`config.mk`:
```
export PLATFORM = sky130hd
export DESIGN_NAME = pts_front
export DESIGN_NICKNAME = d
export VERILOG_FILES = /design/src/rtl/core/pts_pkg.sv /design/src/rtl/core/pts_front.sv
export SDC_FILE = /design/constraint.sdc
export NUM_CORES = 1
export LEC_CHECK = 0
export ABC_AREA = 0
export BUFFER_PORTS_ARGS = -buffer_cell sky130_fd_sc_hd__buf_2
export CAP_MARGIN = 15
export CORE_ASPECT_RATIO = 0.6
export CORE_MARGIN = 2
export CORE_UTILIZATION = 52
export CTS_CLUSTER_DIAMETER = 120
export DETAILED_ROUTE_END_ITERATION = 7
export PLACE_DENSITY = 0.77
export SYNTH_ARGS = -nofsm -noshare
export SYNTH_HDL_FRONTEND = slang
export SYNTH_SLANG_ARGS = --single-unit
```
`constraint.sdc`:
```
create_clock -name i_clk -period 4.5 [get_ports i_clk]
set_clock_uncertainty 0.15 [all_clocks]
set_input_delay 1.35 -clock i_clk [delete_from_list [all_inputs] [get_ports i_clk]]
set_output_delay 1.35 -clock i_clk [all_outputs]
set_load 0.05 [all_outputs]
```
`src/rtl/core/pts_pkg.sv`:
```
`timescale 1ns / 1ps
// Shared types, widths and codes for the process table scheduler
package pts_pkg;

    // sizes
    localparam int PROC_SLOTS  = 32;
    localparam int CHILD_SLOTS = 8;
    localparam int PID_W       = $clog2(PROC_SLOTS);
    localparam int XPID_W      = PID_W + 1;
    localparam int CS_W        = $clog2(CHILD_SLOTS);
    localparam int CNT_W       = $clog2(CHILD_SLOTS + 1);
    localparam int CODE_W      = 32;
    localparam int CMD_W       = 3;
    localparam int STAT_W      = 3;
    localparam int LIST_DEPTH  = PROC_SLOTS * CHILD_SLOTS;
    localparam int LIST_AW     = PID_W + CS_W;
    localparam int EXREC_W     = PID_W + CODE_W;

    localparam logic [XPID_W-1:0]       PID_NONE    = XPID_W'(PROC_SLOTS);
    localparam logic [CNT_W-1:0]        CNT_FULL    = CNT_W'(CHILD_SLOTS);
    localparam logic signed [CODE_W-1:0] RCODE_NONE = -32'sd1;

    // command codes
    localparam logic [CMD_W-1:0] CMD_ADD   = 3'd0;
    localparam logic [CMD_W-1:0] CMD_SCHED = 3'd1;
    localparam logic [CMD_W-1:0] CMD_SUSP  = 3'd2;
    localparam logic [CMD_W-1:0] CMD_EXIT  = 3'd3;
    localparam logic [CMD_W-1:0] CMD_WAIT  = 3'd4;

    // result status codes
    localparam logic [STAT_W-1:0] ST_DONE    = 3'd0;
    localparam logic [STAT_W-1:0] ST_NOTHING = 3'd1;
    localparam logic [STAT_W-1:0] ST_FOUND   = 3'd2;
    localparam logic [STAT_W-1:0] ST_RUNNING = 3'd3;
    localparam logic [STAT_W-1:0] ST_FULL    = 3'd4;

    typedef enum logic [2:0] {
        OP_ADD,
        OP_SCHED,
        OP_SUSP,
        OP_EXIT,
        OP_WAIT,
        OP_NOP
    } t_op;

    // classified command passed from front to back
    typedef struct packed {
        t_op                       op;
        logic [PID_W-1:0]          pid;
        logic [XPID_W-1:0]         parent;
        logic signed [CODE_W-1:0]  code;
        logic [XPID_W-1:0]         want;
    } t_cmd;

    // one result transaction
    typedef struct packed {
        logic [STAT_W-1:0]         status;
        logic [XPID_W-1:0]         rpid;
        logic signed [CODE_W-1:0]  rcode;
        logic [XPID_W-1:0]         cur;
    } t_res;

    // exited child record
    typedef struct packed {
        logic [PID_W-1:0]          pid;
        logic signed [CODE_W-1:0]  code;
    } t_exit_rec;

endpackage

```
`src/rtl/core/pts_front.sv`:
```
`timescale 1ns / 1ps
// Front end: command decode and two-entry queue towards the sequencer
module pts_front (
    input  logic                          i_clk,
    input  logic                          i_rst_n,
    input  logic                          i_push,
    output logic                          o_full,
    input  logic [pts_pkg::CMD_W-1:0]     i_command,
    input  logic [pts_pkg::PID_W-1:0]     i_pid,
    input  logic [pts_pkg::XPID_W-1:0]    i_parent_pid,
    input  logic signed [pts_pkg::CODE_W-1:0] i_exit_code,
    input  logic [pts_pkg::XPID_W-1:0]    i_child_pid,
    output logic                          o_valid,
    output pts_pkg::t_cmd                 o_item,
    input  logic                          i_take
);
    import pts_pkg::*;

    t_cmd       cls;
    t_cmd       r_slot [2];
    logic       r_wr, r_rd;
    logic [1:0] r_cnt;
    logic       push_ok, take_ok;

    // decode the command and fold out-of-range parents to none
    always_comb begin
        cls.pid    = i_pid;
        cls.parent = i_parent_pid[XPID_W-1] ? PID_NONE : i_parent_pid;
        cls.code   = i_exit_code;
        cls.want   = i_child_pid;
        case (i_command)
            CMD_ADD:   cls.op = OP_ADD;
            CMD_SCHED: cls.op = OP_SCHED;
            CMD_SUSP:  cls.op = OP_SUSP;
            CMD_EXIT:  cls.op = OP_EXIT;
            CMD_WAIT:  cls.op = OP_WAIT;
            default:   cls.op = OP_NOP;
        endcase
    end

    assign o_full  = (r_cnt == 2'd2);
    assign o_valid = (r_cnt != 2'd0);
    assign o_item  = r_slot[r_rd];
    assign push_ok = i_push && !o_full;
    assign take_ok = i_take && o_valid;

    // queue pointers
    always_ff @(posedge i_clk) begin
        if (!i_rst_n) begin
            r_wr  <= 1'b0;
            r_rd  <= 1'b0;
            r_cnt <= 2'd0;
        end else begin
            if (push_ok) begin
                r_wr <= !r_wr;
            end
            if (take_ok) begin
                r_rd <= !r_rd;
            end
            r_cnt <= r_cnt + {1'b0, push_ok} - {1'b0, take_ok};
        end
    end

    // queue storage
    always_ff @(posedge i_clk) begin
        if (push_ok) begin
            r_slot[r_wr] <= cls;
        end
    end
endmodule

```
==> out/results.txt <==
The count of flip-flops with a built-in enable after synthesis is 104, and the die height is 74.4 µm. Clock-pin slew was measured on the worst setup and hold paths at 0.06 ns. After technology mapping, the gate count stands at 197.

The endpoint required time on the critical path was 3.00 ns. In the final layout, flip-flops and latches occupy 3230 µm². Entering global routing, the biggest net connects 43 pins. The number of endpoints with negative hold slack in the final report was 0; the first-pass GRT wire length was 10.3 mm. The layout has 563 filler cells.

The clock network latency to the later pin of the worst-skew pair is 0.34 ns, and the number of H-tree levels is 3. The tools report the startpoint of the worst register-to-register path as r_cnt[0]$_SDFF_PN0_. In this run the tightest slew margin relative to its limit is 62.5%. Global routing used 16.0% of the available tracks across all layers. Dividing the detail-routed wire length by the instance count gives 16.2 µm. In this run the worst path has a maximum fanout of 28.

Counting I/O delays and the setup requirement, the final critical path takes 3.39 ns. For this run, the top clock speed supported by timing is 0.295 GHz. The total core area is 7950 µm². The class of the most critical setup path was flip-flop to output pin. Per report_power, the clock group accounts for 22.7% of the total. When the netlist entered floorplanning its net count stood at 255. The synthesized design devotes to its leading area cell type 72.7% of total area. After clock tree synthesis, the setup repair step added 0 buffers. The initial detailed-routing violation count is 89, and the number of remaining DRC errors is 0.

The count of nets left with antenna violations once routing finished came out at 0. The standard cell with the maximum stage delay on the critical path was dfxtp_4. For this run, asynchronously set or reset flops after synthesis account for 0%. Adding up every negative setup slack in the final design gives 0 ns. The routed wire length is 6.89 mm, and the worst stage delay on the critical path is 0.66 ns. Dividing the detail-routed via count by the number of cells gives 4.85. In this run the horizontal extent of the chip is 121 µm.

The commonest cells after synthesis are edfxtp_1, mux2_4, nor2b_1, buf_12, dfxtp_1. Worst min-delay path endpoint: r_wr$_SDFFE_PN0P_. The sequential cell area fraction in the yosys report came out at 75.1%. The average instance area after synthesis was 21.8 µm²; the footprint of the multi-input gates was 952 µm². The tools report the worst slack on hold paths as 0.376 ns.

Kind of path behind the tightest hold check: flip-flop to flip-flop. The most used flip-flop cell after synthesis is edfxtp_1. Counting cells, the worst reg-to-reg path comes to 4. The count of clock tree sinks is 109. The tools report the number of pins with negative max-slew slack in the final report as 0.

For the total via count after detailed routing, the log shows 2066. The tools report the launching element type of the critical path as a flip-flop. In this run the most critical hold path is launched from r_wr$_SDFFE_PN0P_.

The worst hold path passes through 2 cells. The critical path contains buffers and inverters numbering 2 combined. The netlist uses 22 different library cells.

In this run the tool buffered the top-level ports with 109 buffer cells. In the final layout, the share of cells above drive strength 1 is 57.2%. The cell area that synthesis handed to floorplanning was 4290 µm². For the total leakage power, the log shows 2.09 nW. The logs give 0 for the post-cts resize count and 4.60 mm for the detailed-placement wirelength estimate. The logs give 0 for the warning count from the yosys run and 2 for the maximum clock insertion buffer count.

For the portion of total power attributed to sequential cells, the log shows 38.9%. The via count of the first global-routing pass was 2039; the worst reg-to-reg setup slack was 2.42 ns. The run gives 9020 µm² as the area of the die. The worst-case IR drop observed on VDD is 453 µV. The congestion estimate from routability-driven global placement came to 0.696. The switching fraction of total power is 37.5%, and the number of setup violations in the final report is 0. After global routing the overflow that remains totals 0.

The flow ran to the end, and the final reports show no timing, DRC or antenna violations. The endpoint type of the worst setup path was an output pin. The measured slew at the worst slew-check pin was 0.563 ns. The initial antenna violation count is 1, and the data arrival time at the worst-slack endpoint is 1.89 ns.

Setup repair after global routing left no endpoint under its margin. The final layout contains 371 nets. Across the run, the number of max-cap violations was 0. The critical path crosses 3 cells after its start point. The worst register-to-register path ends at r_slot[0][6]$_DFFE_PP_.

Traced cell by cell, the critical path runs through buf_12, mux2_2, buf_2. In this run the clock root is driven by a clkbuf_16. For this configuration, the core starts out at a cell density of 54.0%.

On the critical path the largest part of the delay comes from flip-flops. In the post-synthesis netlist, the biggest area contributors are edfxtp_1, mux2_4, buf_12, dfxtp_1, nor2b_1. The synthesis-to-finish area growth was 21.6%; the top-level port count was 110.

Combinational logic is responsible for 38.4% of the overall power. The cell taking the most area after synthesis is edfxtp_1. The count of hold-fix buffers inserted at cts was 0. The library cell with the highest instance count after synthesis is edfxtp_1. First-pass iteration count of the detailed router: 4. The net switching power of the design is 0.00135 W, and the antenna diode count is 0.

The synthesized design contains 109 register bits. For the number of CTS-inserted buffers, the log shows 9. The floorplan has 25 rows. TritonCTS built the clock tree.

The ratio of total power to cell area is 691 nW/µm². The internal portion of the total power is 0.00226 W. The final critical path takes up 75.4% of the cycle.
-- worst reg2reg max path: stages (launching register included) --
cell and delay (ns):
dfxtp_1 0.36, nand2b_1 0.17, nand2_1 0.16, nor2_4 0.31, buf_4 0.55
-- cell families (layout without fill, tap and decap cells) --
| family | Yosys count | in the layout | synth area share [%] |
|---|---|---|---|
| flops | 109 | 109 | 75.1 |
| compound gates | 2 | 2 | 0.350 |
| xor+xnor | 2 | 2 | 0.408 |
| buf+inv | 10 | 131 | 2.94 |
| mux | 53 | 53 | 18.2 |
| simple gates | 19 | 19 | 2.39 |
| fa+ha+maj | 2 | 2 | 0.583 |
-- layout by cell type (no fill, tap or decap), drive strengths merged, types with 2 or more instances in the layout --
| cell type | instances |
|---|---|
| and2 | 2 |
| buf | 112 |
| bufinv | 2 |
| clkbuf | 10 |
| clkinv | 3 |
| dfxtp | 5 |
| edfxtp | 104 |
| ha | 2 |
| inv | 4 |
| mux2 | 52 |
| nand2 | 2 |
| nand2b | 2 |
| nor2 | 4 |
| nor2b | 6 |
-- power groups by stage --
| stage | clock network [W] | logic [W] | registers, W |
|---|---|---|---|
| 3_5_place_dp | 0 | 0.00139 | 0.00143 |
| 4_1_cts | 0.000838 | 0.00140 | 0.00141 |
| 3_3_place_gp | 0 | 0.00139 | 0.00142 |
| 6_report | 0.000819 | 0.00138 | 0.00140 |
| 5_1_grt | 0.000877 | 0.00145 | 0.00142 |
| 2_1_floorplan | 0 | 0.00125 | 0.00137 |
-- metal layers --
metal,part of all wire (%),routed length (µm),track usage (%),vias to the layer above
met5,0.19,13,0,-
met4,1.6,108,8.05,2
met1,44,3020,20.8,976
met2,44,3030,22.6,86
li1,-,-,-,991
met3,10,713,7.67,11
-- worst max path at each step --
stage / start / endpoint / slack [ns]
after floorplan: i_push / r_slot[0][0]$_DFFE_PP_ / 0.26
after global placement: flip-flop / o_item[51] / 1.47
after detailed placement: flip-flop / o_item[51] / 1.45
after CTS: flip-flop / o_item[51] / 1.06
after global routing: flip-flop / o_item[51] / 1.01
final: flip-flop / o_item[51] / 1.11
-- area by class of cell --
type / instances / area share (%)
well taps: 108 / 2.59
clock inverters: 6 / 1.65
repair buffers: 112 / 11.1
multi-input cells: 78 / 18.2
clock buffers: 10 / 4.39
inverters: 3 / 0.216
flip-flops and latches: 109 / 61.8
-- flip-flops by register name, indices dropped and copies added (netlist names), named ones only --
register / count
r_cnt: 2
r_rd: 1
r_slot: 104
r_wr: 1
-- stage by stage --
step                      total power, W  instances  util (%)  setup slack, ns  instance area (µm²)
after floorplan                  0.00262        197         -            0.264                 4290
after global placement           0.00281        410      61.7             1.47                 4910
after detailed placement         0.00283        410      61.7             1.45                 4910
after CTS                        0.00365        426      65.7             1.06                 5220
after global routing             0.00375        426      65.7             1.01                 5220
final                            0.00361        426      65.7             1.11                 5220
(Power assumes the default switching activity.)
